--- src/rtl/core/great_circle_distance_macros.svh ---
// ----------------------------------------------------------------------------
// great_circle_distance_macros
// Assertion macros for the great-circle distance top level.
// ----------------------------------------------------------------------------
`ifndef GREAT_CIRCLE_DISTANCE_MACROS_SVH
`define GREAT_CIRCLE_DISTANCE_MACROS_SVH

// Check on every clock edge outside reset
`define GCD_ASSERT(lbl, prop, msg) \
  lbl: assert property (@(posedge clk) disable iff (!rst_n) prop) else $error(msg);

// Check on every clock edge, reset included
`define GCD_ASSERT_RST(lbl, prop, msg) \
  lbl: assert property (@(posedge clk) prop) else $error(msg);

`endif

--- src/rtl/core/gcd_pkg.sv ---
// ----------------------------------------------------------------------------
// gcd_pkg
// Shared widths, fixed-point constants and the CORDIC arctangent table for
// the great-circle distance pipeline.
// ----------------------------------------------------------------------------
package gcd_pkg;

  localparam int CORDIC_STEPS = 20;
  localparam int STEP_W       = 5;
  localparam int XY_W         = 34;
  localparam int LAT_W        = 24;
  localparam int LON_W        = 25;
  localparam int DIFF_W       = 26;
  localparam int MAG_W        = 24;
  localparam int DIST_W       = 26;
  localparam int RAD_W        = 16;
  localparam int ROT_LANES    = 4;
  localparam int SQ_LANES     = 2;
  localparam int Q_W          = 31;
  localparam int ROOT_W       = 31;
  localparam int REM_W        = 61;
  localparam int SQRT_STEPS   = 31;
  localparam int FRONT_LAT    = 5;
  localparam int POST_LAT     = 2;
  localparam int PIPE_LAT     = FRONT_LAT + 2 * CORDIC_STEPS + POST_LAT + SQRT_STEPS;

  // Degrees to radians: product, rounding offset, shift and divide by 45
  localparam int SHIFT_FULL = 18;
  localparam int SHIFT_HALF = 19;
  localparam int SPLIT      = 19;
  localparam logic [31:0] PI_Q30    = 32'd3373259426;
  localparam logic [56:0] RND_FULL  = 57'd5898240;
  localparam logic [56:0] RND_HALF  = 57'd11796480;
  localparam logic [26:0] RECIP45   = 27'd95443718;
  localparam logic [18:0] DIV45     = 19'd45;

  localparam logic signed [XY_W-1:0]   CORDIC_GAIN = 34'sd652032874;
  localparam logic signed [XY_W-1:0]   Q_ONE       = 34'sd1073741824;
  localparam logic [Q_W-1:0]           Q_ONE_U     = 31'd1073741824;
  localparam logic signed [LAT_W-1:0]  LAT_LIMIT   = 24'sd5898240;
  localparam logic signed [LON_W-1:0]  LON_LIMIT   = 25'sd11796480;
  localparam logic signed [DIFF_W-1:0] DEG180      = 26'sd11796480;
  localparam logic signed [DIFF_W-1:0] DEG360      = 26'sd23592960;
  localparam logic [47:0]              DIST_RND    = 48'd1048576;
  localparam logic [26:0]              DIST_MAX    = 27'd52706304;
  localparam logic [RAD_W-1:0]         RADIUS_RST  = 16'd6371;

  typedef logic signed [XY_W-1:0] gcd_xy_t;

  // atan(2^-i) in Q2.30, truncated
  function automatic logic [31:0] gcd_atan(input logic [STEP_W-1:0] i);
    logic [31:0] v;
    case (i)
      5'd0:  v = 32'd843314856;
      5'd1:  v = 32'd497837829;
      5'd2:  v = 32'd263043836;
      5'd3:  v = 32'd133525158;
      5'd4:  v = 32'd67021686;
      5'd5:  v = 32'd33543515;
      5'd6:  v = 32'd16775850;
      5'd7:  v = 32'd8388437;
      5'd8:  v = 32'd4194282;
      5'd9:  v = 32'd2097149;
      5'd10: v = 32'd1048575;
      5'd11: v = 32'd524287;
      5'd12: v = 32'd262143;
      5'd13: v = 32'd131071;
      5'd14: v = 32'd65535;
      5'd15: v = 32'd32767;
      5'd16: v = 32'd16383;
      5'd17: v = 32'd8191;
      5'd18: v = 32'd4095;
      5'd19: v = 32'd2047;
      5'd20: v = 32'd1023;
      5'd21: v = 32'd511;
      5'd22: v = 32'd255;
      5'd23: v = 32'd127;
      5'd24: v = 32'd63;
      5'd25: v = 32'd31;
      5'd26: v = 32'd15;
      5'd27: v = 32'd8;
      5'd28: v = 32'd4;
      5'd29: v = 32'd2;
      5'd30: v = 32'd1;
      default: v = 32'd0;
    endcase
    return v;
  endfunction

endpackage

--- src/rtl/core/gcd_vec_cell.sv ---
// ----------------------------------------------------------------------------
// gcd_vec_cell
// One registered vectoring-mode CORDIC iteration for atan2.
// ----------------------------------------------------------------------------
module gcd_vec_cell
  import gcd_pkg::*;
(
  input  logic              clk,
  input  logic              en,
  input  logic [STEP_W-1:0] step,
  input  gcd_xy_t           x_i,
  input  gcd_xy_t           y_i,
  input  gcd_xy_t           z_i,
  output gcd_xy_t           x_o,
  output gcd_xy_t           y_o,
  output gcd_xy_t           z_o
);

  gcd_xy_t dx, dy, at;
  gcd_xy_t x_nxt, y_nxt, z_nxt, x_r, y_r, z_r;

  // Drive y towards zero and accumulate the angle
  always_comb begin
    dx = y_i >>> step;
    dy = x_i >>> step;
    at = gcd_xy_t'({{(XY_W-32){1'b0}}, gcd_atan(step)});
    if (!y_i[XY_W-1]) begin
      x_nxt = x_i + dx;
      y_nxt = y_i - dy;
      z_nxt = z_i + at;
    end else begin
      x_nxt = x_i - dx;
      y_nxt = y_i + dy;
      z_nxt = z_i - at;
    end
  end

  always_ff @(posedge clk) begin
    if (en) begin
      x_r <= x_nxt;
      y_r <= y_nxt;
      z_r <= z_nxt;
    end
  end

  assign x_o = x_r;
  assign y_o = y_r;
  assign z_o = z_r;

endmodule

--- config.mk ---
export PLATFORM = sky130hd
export DESIGN_NAME = gcd_vec_cell
export DESIGN_NICKNAME = d
export VERILOG_FILES = /design/src/rtl/core/great_circle_distance_macros.svh /design/src/rtl/core/gcd_pkg.sv /design/src/rtl/core/gcd_vec_cell.sv
export SDC_FILE = /design/constraint.sdc
export NUM_CORES = 1
export LEC_CHECK = 0
export BUFFER_PORTS_ARGS = -buffer_cell sky130_fd_sc_hd__buf_4
export CAP_MARGIN = 30
export CORE_MARGIN = 10
export CORE_UTILIZATION = 45
export DETAILED_ROUTE_END_ITERATION = 10
export GPL_ROUTABILITY_DRIVEN = 0
export SLEW_MARGIN = 20
export SYNTH_ARGS = -nofsm -noshare
export SYNTH_HDL_FRONTEND = slang
export SYNTH_SLANG_ARGS = --single-unit
export TNS_END_PERCENT = 10
--- constraint.sdc ---
create_clock -name clk -period 8.9 [get_ports clk]
set_input_delay 1.78 -clock clk [delete_from_list [all_inputs] [get_ports clk]]
set_output_delay 1.78 -clock clk [all_outputs]
set_load 0.03 [all_outputs]
==> summary.md <==
The run finished with clean final reports. For the worst setup path, the data arrival time is 7.94 ns. The worst setup path is launched from an input port. TritonCTS built the clock tree. Post-CTS timing repair inserted 0 buffers for setup.

Number of nets in the layout: 2069. In this run the worst path has a maximum fanout of 56. Total half-perimeter wirelength after legalization and detailed placement: 40300 um.

The shortest period the worst path allows came out at 7.81 ns. Among all flip-flop cells after synthesis, the most frequent one is sky130_fd_sc_hd__edfxtp_1. The kind of end point of the critical path was a flop.

The count of endpoints failing setup in the final report was 0. Counting along the longest clock path gives a buffer depth of 2. The tools report the number of maximum-capacitance constraint violations as 0. Tracing the worst setup path back leads to its startpoint at step[0]. The largest single stage delay on the critical path is 0.56 ns. The library cell used as clock root buffer was sky130_fd_sc_hd__clkbuf_16. The synthesized design contains 102 register bits. The per-cell routed wire length came out at 22.4 um. The logs give 102 for the sink count of the clock tree and 7.13 nW for the static leakage. In this run the number of cells on the critical path is 21. For the pin with the worst max-slew slack, the measured transition is 0.937 ns. In this run the standard cell core region covers 0.0334 mm2.

The tools report the post-synthesis net count as 1910. Fraction of final layout cells sized beyond drive strength 1: 21.8%. 211 I/O pins were placed. The slowest stage of the critical path is the sky130_fd_sc_hd__mux4_2 cell. Counting both buffers and inverters, the worst setup path holds a total of 2. The worst-case setup margin in the final layout is 1.09 ns. Yosys printed 0 warnings. After routing, the total negative slack on setup checks comes to 0 ns. The first global-routing pass estimated 79300 um of wire.

The number of port buffers is 210, and the power per cell area is 164 mW/mm2. Walking the worst path, the cells encountered are buf_6, buf_12, mux4_2, mux2i_1, o22ai_1, nor3_1, and4_4, and2_1, nor2_1, xor2_1, ha_1, a21o_1, a21o_1, a21oi_1, o21ai_0, a311oi_1, a21oi_1, a21boi_0, o21ai_0, a21oi_1, xnor2_1. The library cells used most frequently in the layout, excluding fill and tap cells, are 236 x sky130_fd_sc_hd__buf_4, 145 x sky130_fd_sc_hd__nor2_1, 139 x sky130_fd_sc_hd__a21oi_1. The layout has 3218 filler cells. The worst hold path belongs to the class in -> reg. The tools report the largest net degree at the start of global routing as 65. For this configuration, the core starts out at a cell density of 45.5%.

Global routing consumed, on the met3 layer, 5.69% of the routing resources. The share of flip-flops with an asynchronous set or reset was 0%. Final hold analysis gives a worst-case slack of 1.71 ns.

VDD sags by at most 0.0983 mV. The run gives 3 as the H-tree depth. For the setup slack after placement, the log shows 0.812 ns.

The met2 demand-to-capacity share in global routing is 40.2%, and the total via count after detailed routing is 14400. The required time of the critical path was 9.03 ns; the gate count after technology mapping was 1688. The register area came out at 0.00306 mm2. The worst hold path was traced through 2 stages.

Overall overflow remaining after global route: 0. The area of the die was 0.0416 mm2. After layout, the worst path uses 87.8% of the clock period. The mapped netlist covers 0.0152 mm2.

The library cell used most frequently in the layout, excluding fill and tap cells, is sky130_fd_sc_hd__buf_4. After clock tree synthesis, the clock-pin slew on the worst setup and hold paths is 0.07 ns. The die is 204 um wide. The number of enable flip-flop cells after synthesis came out at 102. Gates resized during post-CTS repair numbered 0. The kind of critical path was in -> reg.

Busiest layer in global routing: met2. Static timing analysis puts the maximum clock frequency at 0.128 GHz. The tools report the global-route usage over all layers as 24.1%. For the detailed-route DRC error count, the log shows 0. The count of TritonRoute iterations in the first routing pass is 6. A synthesized cell averages 9.01 um2. Among the stages of the critical path, the cell type that occurs most often is sky130_fd_sc_hd__a21oi_1. The floorplan step set the die height to 204 um.

The logs give 0 for the final-report hold violation count and 0 for the number of antenna cells inserted. The via count of the first global-routing pass was 14000. For met1 alone, demand over resource in global routing was 29.6%. From synthesis to final layout, the design area changed by 14.2%. The floorplan has 67 rows. For the max-slew violation count, the log shows 0. The via count normalized by instance count came out at 6.24. For the initial antenna violation count, the log shows 0. The design draws 2.84 mW. Broken down by cell family, the worst path's largest delay share belongs to compound AO/OA/AOI/OAI gates. In this run, the number of DRC markers left after iteration 0 of detailed routing was 1488.

Setup repair after global routing left no endpoint under its margin. The area occupied by multi-input gates is 0.0114 mm2, and the final antenna-violating net count is 0. The run gives 51400 um as the total routed wirelength.

The headroom to the max-slew limit came out at 37.3%. After synthesis, flip-flops and latches occupy 20.1% of the total area. The critical path ends at x_o[29]. The clock buffer count from CTS was 9; the count of cell types in the netlist was 89. The run gives 0 as the number of hold buffers added after CTS.
[where the power goes]
part           internal, mW  total (mW)  leakage [nW]  switching, mW
registers             0.711       0.748         0.999         0.0367
clock network         0.215       0.397         0.129          0.182
logic                 0.680        1.70          6.00           1.02
total                  1.61        2.84          7.13           1.24
[Yosys cell counts (all sizes together) (33+ instances only)]
cell type    n  area [um2]
nand3       43         215
xnor2      101         885
mux2        33         372
edfxtp     102        3060
a21o        38         285
inv         54         203
o21ai       86         430
nand2      135         507
ha         110        1380
a21oi      139         696
clkbuf      39         146
buf         52         373
mux2i       69         691
xor2        65         569
mux4        83        1900
nor2       146         551
[worst min-delay path by stage]
stage	start	slack [ns]	to
after floorplan	en	1.89	x_o[0]
after global placement	y_i[0]	2.10	y_o[0]
after detailed placement	y_i[0]	2.09	y_o[0]
after CTS	y_i[0]	1.69	y_o[0]
after global routing	y_i[0]	1.71	y_o[0]
final	y_i[0]	1.71	y_o[0]
[through the flow]
| stage | utilization [%] | cells | instance area [um2] |
|---|---|---|---|
| 6_report | 51.9 | 2299 | 17400 |
| 5_1_grt | 51.9 | 2299 | 17400 |
| 4_1_cts | 51.9 | 2299 | 17400 |
| 3_5_place_dp | 51.1 | 2284 | 17100 |
| 3_3_place_gp | 51.1 | 2284 | 17100 |
| 2_1_floorplan | - | 1688 | 15200 |
[state kept, by name (all words and copies together), names as in the netlist]
signal	flops
x_o	34
y_o	34
z_o	34
[metal layers]
metal | up-vias | routed length, um | share of wire (%)
met5 | - | 0 | 0
met1 | 6832 | 20400 | 40
met2 | 666 | 24900 | 48
li1 | 6758 | - | -
met3 | 95 | 4470 | 8.7
met4 | 0 | 1620 | 3.1
[area by class of cell]
type,instances,area share [%]
multi-input cells,1440,65.8
flip-flops and latches,102,17.6
repair buffers,239,10.5
well taps,448,3.23
clock buffers,11,1.34
inverters,55,1.19
clock inverters,4,0.281
[logic make-up (layout without fill, tap and decap cells)]
group | count (synthesis) | count (layout) | synth area share [%]
xor gates and xnor gates | 166 | 166 | 9.56
DFF | 102 | 102 | 20.1
and+or+nand+nor | 493 | 493 | 15.9
adders and majority gates | 113 | 113 | 9.44
AOI/OAI and AO/OA | 483 | 483 | 20.8
buffers and inverters | 146 | 309 | 4.77
muxes | 185 | 185 | 19.5
(Power assumes the default switching activity.)
