==> src/rtl/core/great_circle_distance_macros.svh <==
// ----------------------------------------------------------------------------
// great_circle_distance_macros
// Assertion macros for the great-circle distance top level.
// ----------------------------------------------------------------------------
`ifndef GREAT_CIRCLE_DISTANCE_MACROS_SVH
`define GREAT_CIRCLE_DISTANCE_MACROS_SVH

// Check on every clock edge outside reset
`define GCD_ASSERT(lbl, prop, msg) \
  lbl: assert property (@(posedge clk) disable iff (!rst_n) prop) else $error(msg);

// Check on every clock edge, reset included
`define GCD_ASSERT_RST(lbl, prop, msg) \
  lbl: assert property (@(posedge clk) prop) else $error(msg);

`endif

==> src/rtl/core/gcd_pkg.sv <==
// ----------------------------------------------------------------------------
// gcd_pkg
// Shared widths, fixed-point constants and the CORDIC arctangent table for
// the great-circle distance pipeline.
// ----------------------------------------------------------------------------
package gcd_pkg;

  localparam int CORDIC_STEPS = 20;
  localparam int STEP_W       = 5;
  localparam int XY_W         = 34;
  localparam int LAT_W        = 24;
  localparam int LON_W        = 25;
  localparam int DIFF_W       = 26;
  localparam int MAG_W        = 24;
  localparam int DIST_W       = 26;
  localparam int RAD_W        = 16;
  localparam int ROT_LANES    = 4;
  localparam int SQ_LANES     = 2;
  localparam int Q_W          = 31;
  localparam int ROOT_W       = 31;
  localparam int REM_W        = 61;
  localparam int SQRT_STEPS   = 31;
  localparam int FRONT_LAT    = 5;
  localparam int POST_LAT     = 2;
  localparam int PIPE_LAT     = FRONT_LAT + 2 * CORDIC_STEPS + POST_LAT + SQRT_STEPS;

  // Degrees to radians: product, rounding offset, shift and divide by 45
  localparam int SHIFT_FULL = 18;
  localparam int SHIFT_HALF = 19;
  localparam int SPLIT      = 19;
  localparam logic [31:0] PI_Q30    = 32'd3373259426;
  localparam logic [56:0] RND_FULL  = 57'd5898240;
  localparam logic [56:0] RND_HALF  = 57'd11796480;
  localparam logic [26:0] RECIP45   = 27'd95443718;
  localparam logic [18:0] DIV45     = 19'd45;

  localparam logic signed [XY_W-1:0]   CORDIC_GAIN = 34'sd652032874;
  localparam logic signed [XY_W-1:0]   Q_ONE       = 34'sd1073741824;
  localparam logic [Q_W-1:0]           Q_ONE_U     = 31'd1073741824;
  localparam logic signed [LAT_W-1:0]  LAT_LIMIT   = 24'sd5898240;
  localparam logic signed [LON_W-1:0]  LON_LIMIT   = 25'sd11796480;
  localparam logic signed [DIFF_W-1:0] DEG180      = 26'sd11796480;
  localparam logic signed [DIFF_W-1:0] DEG360      = 26'sd23592960;
  localparam logic [47:0]              DIST_RND    = 48'd1048576;
  localparam logic [26:0]              DIST_MAX    = 27'd52706304;
  localparam logic [RAD_W-1:0]         RADIUS_RST  = 16'd6371;

  typedef logic signed [XY_W-1:0] gcd_xy_t;

  // atan(2^-i) in Q2.30, truncated
  function automatic logic [31:0] gcd_atan(input logic [STEP_W-1:0] i);
    logic [31:0] v;
    case (i)
      5'd0:  v = 32'd843314856;
      5'd1:  v = 32'd497837829;
      5'd2:  v = 32'd263043836;
      5'd3:  v = 32'd133525158;
      5'd4:  v = 32'd67021686;
      5'd5:  v = 32'd33543515;
      5'd6:  v = 32'd16775850;
      5'd7:  v = 32'd8388437;
      5'd8:  v = 32'd4194282;
      5'd9:  v = 32'd2097149;
      5'd10: v = 32'd1048575;
      5'd11: v = 32'd524287;
      5'd12: v = 32'd262143;
      5'd13: v = 32'd131071;
      5'd14: v = 32'd65535;
      5'd15: v = 32'd32767;
      5'd16: v = 32'd16383;
      5'd17: v = 32'd8191;
      5'd18: v = 32'd4095;
      5'd19: v = 32'd2047;
      5'd20: v = 32'd1023;
      5'd21: v = 32'd511;
      5'd22: v = 32'd255;
      5'd23: v = 32'd127;
      5'd24: v = 32'd63;
      5'd25: v = 32'd31;
      5'd26: v = 32'd15;
      5'd27: v = 32'd8;
      5'd28: v = 32'd4;
      5'd29: v = 32'd2;
      5'd30: v = 32'd1;
      default: v = 32'd0;
    endcase
    return v;
  endfunction

endpackage

==> src/rtl/core/gcd_rot_cell.sv <==
// ----------------------------------------------------------------------------
// gcd_rot_cell
// One registered rotation-mode CORDIC iteration.
// ----------------------------------------------------------------------------
module gcd_rot_cell
  import gcd_pkg::*;
(
  input  logic              clk,
  input  logic              en,
  input  logic [STEP_W-1:0] step,
  input  gcd_xy_t           x_i,
  input  gcd_xy_t           y_i,
  input  gcd_xy_t           z_i,
  output gcd_xy_t           x_o,
  output gcd_xy_t           y_o,
  output gcd_xy_t           z_o
);

  gcd_xy_t dx, dy, at;
  gcd_xy_t x_nxt, y_nxt, z_nxt, x_r, y_r, z_r;

  // Rotate towards zero residual angle
  always_comb begin
    dx = y_i >>> step;
    dy = x_i >>> step;
    at = gcd_xy_t'({{(XY_W-32){1'b0}}, gcd_atan(step)});
    if (!z_i[XY_W-1]) begin
      x_nxt = x_i - dx;
      y_nxt = y_i + dy;
      z_nxt = z_i - at;
    end else begin
      x_nxt = x_i + dx;
      y_nxt = y_i - dy;
      z_nxt = z_i + at;
    end
  end

  always_ff @(posedge clk) begin
    if (en) begin
      x_r <= x_nxt;
      y_r <= y_nxt;
      z_r <= z_nxt;
    end
  end

  assign x_o = x_r;
  assign y_o = y_r;
  assign z_o = z_r;

endmodule

==> config.mk <==
export PLATFORM = sky130hd
export DESIGN_NAME = gcd_rot_cell
export DESIGN_NICKNAME = d
export VERILOG_FILES = /design/src/rtl/core/great_circle_distance_macros.svh /design/src/rtl/core/gcd_pkg.sv /design/src/rtl/core/gcd_rot_cell.sv
export SDC_FILE = /design/constraint.sdc
export NUM_CORES = 1
export LEC_CHECK = 0
export BUFFER_PORTS_ARGS = -buffer_cell sky130_fd_sc_hd__buf_2
export CORE_MARGIN = 2
export CORE_UTILIZATION = 55
export CTS_BUF_LIST = sky130_fd_sc_hd__clkbuf_4 sky130_fd_sc_hd__clkbuf_8 sky130_fd_sc_hd__clkbuf_16
export DETAILED_ROUTE_END_ITERATION = 10
export HOLD_SLACK_MARGIN = 0.15
export MAX_ROUTING_LAYER = met4
export PLACE_DENSITY_LB_ADDON = 0.05
export SKIP_CTS_REPAIR_TIMING = 1
export SLEW_MARGIN = 20
export SYNTH_ARGS = -nofsm -noshare
export SYNTH_HDL_FRONTEND = slang
export SYNTH_SLANG_ARGS = --single-unit
==> constraint.sdc <==
create_clock -name clk -period 5.6 [get_ports clk]
set_input_delay 0 -clock clk [delete_from_list [all_inputs] [get_ports clk]]
set_output_delay 0 -clock clk [all_outputs]
set_load 0.02 [all_outputs]
==> impl_metrics.csv, run 1 <==
group,metric,value,unit
timing,fmax,0.1852,GHz
detailed_routing,final_antenna_net_count,0,
detailed_routing,drc,0,
timing,tightest_slew,0.8738,ns
timing,period_share,96.44,%
clock_tree,clk_pin_slew,0.08,ns
global_routing,grt_pass1_vias,15210,
die,coreArea,27550,um^2
critical_path,required,5.71,ns
logic_synthesis,synth_area,15290,um^2
final_layout,fin_util,65.10,%
timing,drv_slew,0,
die,fp.dieH,170.7,um
logic_synthesis,synth_cell_types,101,
global_routing,grt_max_degree,56,
detailed_routing,wl,58190,um
detailed_routing,via_per_inst,6.604,
min_path,hold_path_class,"input pin to register",
timing,hold_violations,0,
logic_synthesis,avgSynthCellArea,9.131,um^2
global_routing,grt_usage,40.82,%
logic_synthesis,syn_inst,1674,
detailed_routing,wire_per_inst,24.51,um
timing,setup_violations,0,
critical_path,path_cells,"buf_6, mux4_2, a222oi_1, a21oi_1, a22o_1, nor3_2, and3_1, nand2_1, o21ai_0, xnor2_1, ha_1, nand4_1, nor4_4, o211ai_1, o21ai_0, a31oi_1, a21oi_1, o31ai_1, o21a_1, xor2_1",
final_layout,fin_nets,2213,
critical_path,cp-start-kind,"input pin",
critical_path,arrival,5.51,ns
power,peakVddDrop,0.2299,mV
timing,min_period,5.401,ns
final_layout,drive_gt1_share,26.60,%
detailed_routing,vias,15680,
critical_path,worst-path-buf-inv,1,
final_layout,antenna_cells,0,
logic_synthesis,synth_edf_count,102,
critical_path,slowest_delay,0.61,ns
power,power_density,260.0,nW/um^2
clock_tree,htree_levels,3,
critical_path,critPathMaxFanout,31,
logic_synthesis,synthFlopType,"edfxtp_1",
critical_path,worst_path_max_delay_cell,"a222oi_1",
logic_synthesis,ys_seq_area_share,20.04,%
die,ios,211,
detailed_routing,drt_iter0_drc,1656,
timing,whs,0.1277,ns
power,power,0.004663,W
die,rows,61,
min_path,min_from,"z_i[3]",
die,die_w,170.7,um
power,p_leak,7.726,nW
clock_tree,cts_sinks,102,
logic_synthesis,synth-async-reset-ratio,0,%
placed_design,place.gp.congestion,1.028,
die,die_area,29140,um^2
timing,relSlewSlack,41.62,%
global_routing,grt_pass1_wl,88090,um
placed_design,placed_cells,2352,
critical_path,cp-end-kind,"register",
placed_design,dpl.hpwl,46450,um
final_layout,area_growth,17.34,%
logic_synthesis,synth_fp_nets,1896,
critical_path,path_class,"input pin to register",
global_routing,grt-ovfl-total,0,
clock_tree,ctsLongestPathBuffers,2,
timing,rsz0062_at_grt,"no",
clock_tree,clock_tree.root_cell,"clkbuf_16",
timing,tns,0,ns
die,start_util,55.48,%
clock_tree,numCtsBuffers,9,
global_routing,antenna_found_initial,0,
final_layout,fill_cells,2341,
min_path,hold_end,"z_o[3]",
logic_synthesis,synth-seq-cells,102,
detailed_routing,dr.pass1.iters,7,
clock_tree,cts_tree,"done",
status,status,"finished clean",
logic_synthesis,yosys_warnings,0,
critical_path,cp_top_family,"compound AO/OA/AOI/OAI gates",
final_layout,final_common_cell,"buf_2",
min_path,min_path_cells,3,
placed_design,numPortBuffers,210,
job,drv_cap,0,
final_layout,layout_common_cells,"207 x buf_2, 170 x buf_4, 139 x nor2_1, 137 x a21oi_1, 133 x nand2_1",
final_layout,fin_cells,2374,
==> report_power, final <==
group / switching (W) / leakage [nW] / internal [W] / total [W]
Combinational: 0.00168 / 6.58 / 0.00115 / 0.00283
Sequential: 0.0000458 / 0.999 / 0.00114 / 0.00118
Clock: 0.000340 / 0.145 / 0.000314 / 0.000654
Total: 0.00206 / 7.73 / 0.00260 / 0.00466
==> metal layers <==
metal	global-route usage, %	wire length [um]	up-vias
li1	-	-	7107
met1	50.99	23800	7515
met2	65.25	26930	885
met3	7.333	4910	171
met4	17.24	2553	0
met5	-	0	-
==> through the flow <==
step,cell area (um^2),worst slack (ns)
after floorplan,15290,0.2469
after global placement,17560,-0.3336
after detailed placement,17560,-0.3237
after CTS,17850,0.04304
after global routing,17940,0.01483
final,17940,0.1993
==> cells in the mapped netlist, types with 42 or more instances <==
library cell | number | share of area, %
nor2_1 | 139 | 3.4
a21oi_1 | 137 | 4.5
nand2_1 | 133 | 3.3
ha_1 | 110 | 9.0
edfxtp_1 | 102 | 20
xnor2_1 | 102 | 5.8
o21ai_0 | 77 | 2.5
xor2_1 | 69 | 4.0
mux2i_1 | 55 | 3.6
mux4_2 | 52 | 7.7
a31oi_1 | 43 | 1.8
a21o_1 | 42 | 2.1
inv_1 | 42 | 1.0
==> sequential cells by signal, indices dropped and copies added, names as in the netlist <==
signal  cells
y_o        34
x_o        34
z_o        34
==> area by class of cell <==
type	count	area [um^2]	area share, %
Inverter	44	165.2	0.9208
Clock buffer	9	225.2	1.256
Multi-Input combinational cell	1443	11430	63.74
Timing Repair Buffer	391	2515	14.02
Sequential cell	102	3063	17.08
Clock inverter	7	62.56	0.3488
Tap cell	378	473.0	2.637
==> logic make-up (layout without fill, tap and decap cells) <==
kind of cell / count (synthesis) / count (layout) / share of synthesized area (%)
DFF: 102 / 102 / 20.04
and+or+nand+nor: 490 / 490 / 15.92
buffers and inverters: 129 / 451 / 5.280
adders and majority gates: 113 / 113 / 9.397
xor gates and xnor gates: 171 / 171 / 9.798
AOI/OAI and AO/OA: 503 / 503 / 22.14
muxes: 166 / 166 / 17.43
==> worst max path at each step <==
stage,start,endpoint,slack [ns],cells after the start
after global placement,step[0],y_o[33],-0.33,20
after floorplan,step[1],z_o[33],0.25,25
after CTS,step[0],y_o[33],0.04,22
after detailed placement,step[0],y_o[33],-0.32,22
final,step[0],y_o[33],0.20,20
after global routing,x_i[1],y_o[33],0.01,23
Note: power is estimated with default switching activity, not from simulation.
==> run 2: changes to the inputs <==
--- a/config.mk
+++ b/config.mk
@@ -5,7 +5,7 @@
 export SDC_FILE = /design/constraint.sdc
 export NUM_CORES = 1
 export LEC_CHECK = 0
-export BUFFER_PORTS_ARGS = -buffer_cell sky130_fd_sc_hd__buf_2
+export BUFFER_PORTS_ARGS = -buffer_cell sky130_fd_sc_hd__buf_4
 export CORE_MARGIN = 2
 export CORE_UTILIZATION = 55
 export CTS_BUF_LIST = sky130_fd_sc_hd__clkbuf_4 sky130_fd_sc_hd__clkbuf_8 sky130_fd_sc_hd__clkbuf_16
==> run 2 against run 1 <==
Routed wire length shrank 1.8%. Setup slack better by 0.043 ns. Sequential cell count stayed put. Clock-buffer cell count unchanged. Clock power decreased by 0.9%. Global-route usage is 1.4 points lower. Utilization up 0.62 points. Non-clock buffer count fell by 40. Highest routed layer unchanged. Combinational power up 2%. Via count down 0.42%.
==> impl_metrics.csv, run 2 (same netlist as run 1, synthesis figures left out) <==
group,metric,value,unit
status,status,"finished clean",
die,die_w,170.7,um
global_routing,antenna_found_initial,1,
placed_design,numPortBuffers,210,
detailed_routing,wire_per_inst,24.48,um
clock_tree,numCtsBuffers,9,
detailed_routing,via_per_inst,6.686,
detailed_routing,vias,15610,
clock_tree,clk_pin_slew,0.08,ns
job,drv_cap,0,
critical_path,arrival,5.48,ns
clock_tree,cts_tree,"done",
final_layout,layout_common_cells,"340 x buf_4, 139 x nor2_1, 137 x a21oi_1, 133 x nand2_1, 110 x ha_1",
global_routing,grt_max_degree,58,
final_layout,fin_cells,2335,
critical_path,critPathMaxFanout,18,
critical_path,required,5.73,ns
final_layout,final_common_cell,"buf_4",
critical_path,cp-end-kind,"register",
final_layout,fin_util,65.72,%
final_layout,regArea,3063,um^2
timing,relSlewSlack,44.33,%
power,p_seq_share,25.3,%
critical_path,cp-start-kind,"input pin",
timing,fmax,0.1866,GHz
final_layout,area_growth,18.46,%
detailed_routing,drc,0,
placed_design,placed_cells,2311,
global_routing,grt_usage,39.42,%
final_layout,fin_nets,2173,
power,combPwrFrac,61.0,%
global_routing,grt_pass1_vias,14640,
timing,drv_slew,0,
die,die_area,29140,um^2
global_routing,grt-ovfl-total,0,
final_layout,fill_cells,2284,
die,ios,211,
power,power_density,261.2,nW/um^2
power,netSwitchingFraction,43.35,%
power,p_leak,7.676,nW
detailed_routing,final_antenna_net_count,0,
final_layout,drive_gt1_share,24.95,%
timing,period_share,95.68,%
critical_path,critPathLaunch,"step[3]",
clock_tree,cts_sinks,102,
placed_design,dpl.hpwl,45180,um
min_path,min_path_cells,3,
clock_tree,clock_tree.root_cell,"clkbuf_16",
timing,rsz0062_at_grt,"no",
critical_path,path_class,"input pin to register",
critical_path,crit_end,"y_o[26]",
placed_design,place.gp.congestion,1.057,
die,fp.dieH,170.7,um
global_routing,grt_pass1_wl,84980,um
clock_tree,htree_levels,3,
min_path,hold_path_class,"input pin to register",
power,clkPwrFrac,13.7,%
detailed_routing,dr.pass1.iters,6,
timing,tns,0,ns
power,p_int,0.002679,W
timing,setup_violations,0,
detailed_routing,wl,57170,um
power,p_switching,0.002051,W
detailed_routing,drt_iter0_drc,1538,
power,peakVddDrop,0.2229,mV
timing,hold_violations,0,
die,rows,61,
timing,min_period,5.358,ns
timing,tightest_slew,0.8263,ns
die,start_util,55.48,%
clock_tree,ctsLongestPathBuffers,2,
die,coreArea,27550,um^2
final_layout,multiInputGateArea,11420,um^2
[run 2: cell count changes in the layout (fill, tap and decap cells not counted), sizes merged]
| cell | before | now |
|---|---|---|
| buf | 385 | 344 |
| clkinvlp | 0 | 2 |
| dlygate4sd3 | 6 | 7 |
| diode | 0 | 1 |
| inv | 47 | 45 |
[run 2: worst min-delay path by stage]
stage | from | to | slack, ns
detailed placement | z_i[0] | z_o[0] | 0.31
CTS | z_i[0] | z_o[0] | -0.08
global placement | z_i[0] | z_o[0] | 0.30
floorplan | en | x_o[0] | 0.11
global route | z_i[32] | z_o[32] | 0.15
finish | z_i[19] | z_o[19] | 0.14
[run 2: worst max-delay path, cell delays in order]
cell       delay [ns]
buf_4            0.25
clkinv_1         0.49
nand2_1          0.75
nor2_1           0.13
a211oi_1         0.41
buf_4            0.20
nand4b_1         0.15
nor2_1           0.27
buf_4            0.19
nand4_1          0.11
a31oi_1          0.19
a2bb2oi_1        0.20
ha_1             0.32
a211o_1          0.30
or2_2            0.29
a31oi_1          0.31
a211oi_1         0.15
nor2_1           0.16
o21ai_0          0.16
o41ai_1          0.33
xnor2_1          0.11
[run 2: stage by stage]
stage               area [um^2]  setup slack [ns]  hold WS, ns  total power, W
floorplan                 15290            0.2469       0.1125        0.003022
global placement          17750          0.002845       0.3049        0.003969
detailed placement        17750           0.01158       0.3072        0.004028
CTS                       18030            0.3621     -0.07959        0.004675
global route              18110           0.03792       0.1532        0.004967
finish                    18110            0.2421       0.1374        0.004730
[run 2: final cells by class]
cell class                      instances  share of cell area, %
Antenna cell                            1                0.01382
Sequential cell                       102                  16.92
Clock buffer                            9                  1.244
Multi-Input combinational cell       1443                  63.07
Clock inverter                          7                 0.3109
Tap cell                              378                  2.612
Timing Repair Buffer                  351                  14.93
Inverter                               44                 0.9121
[run 2: power by group through the flow]
stage          registers [W]  logic [W]  clock network [W]
2_1_floorplan        0.00148    0.00154                  0
3_3_place_gp         0.00121    0.00276                  0
3_5_place_dp         0.00121    0.00282                  0
4_1_cts              0.00120    0.00283           0.000648
5_1_grt              0.00122    0.00307           0.000675
6_report             0.00120    0.00289           0.000648
[run 2: layer usage]
metal | vias up | wire [um] | global-route usage (%)
met4 | 0 | 2922 | 18.10
met1 | 7483 | 23060 | 50.14
li1 | 7008 | - | -
met5 | - | 0 | -
met3 | 171 | 4924 | 5.621
met2 | 950 | 26260 | 62.35
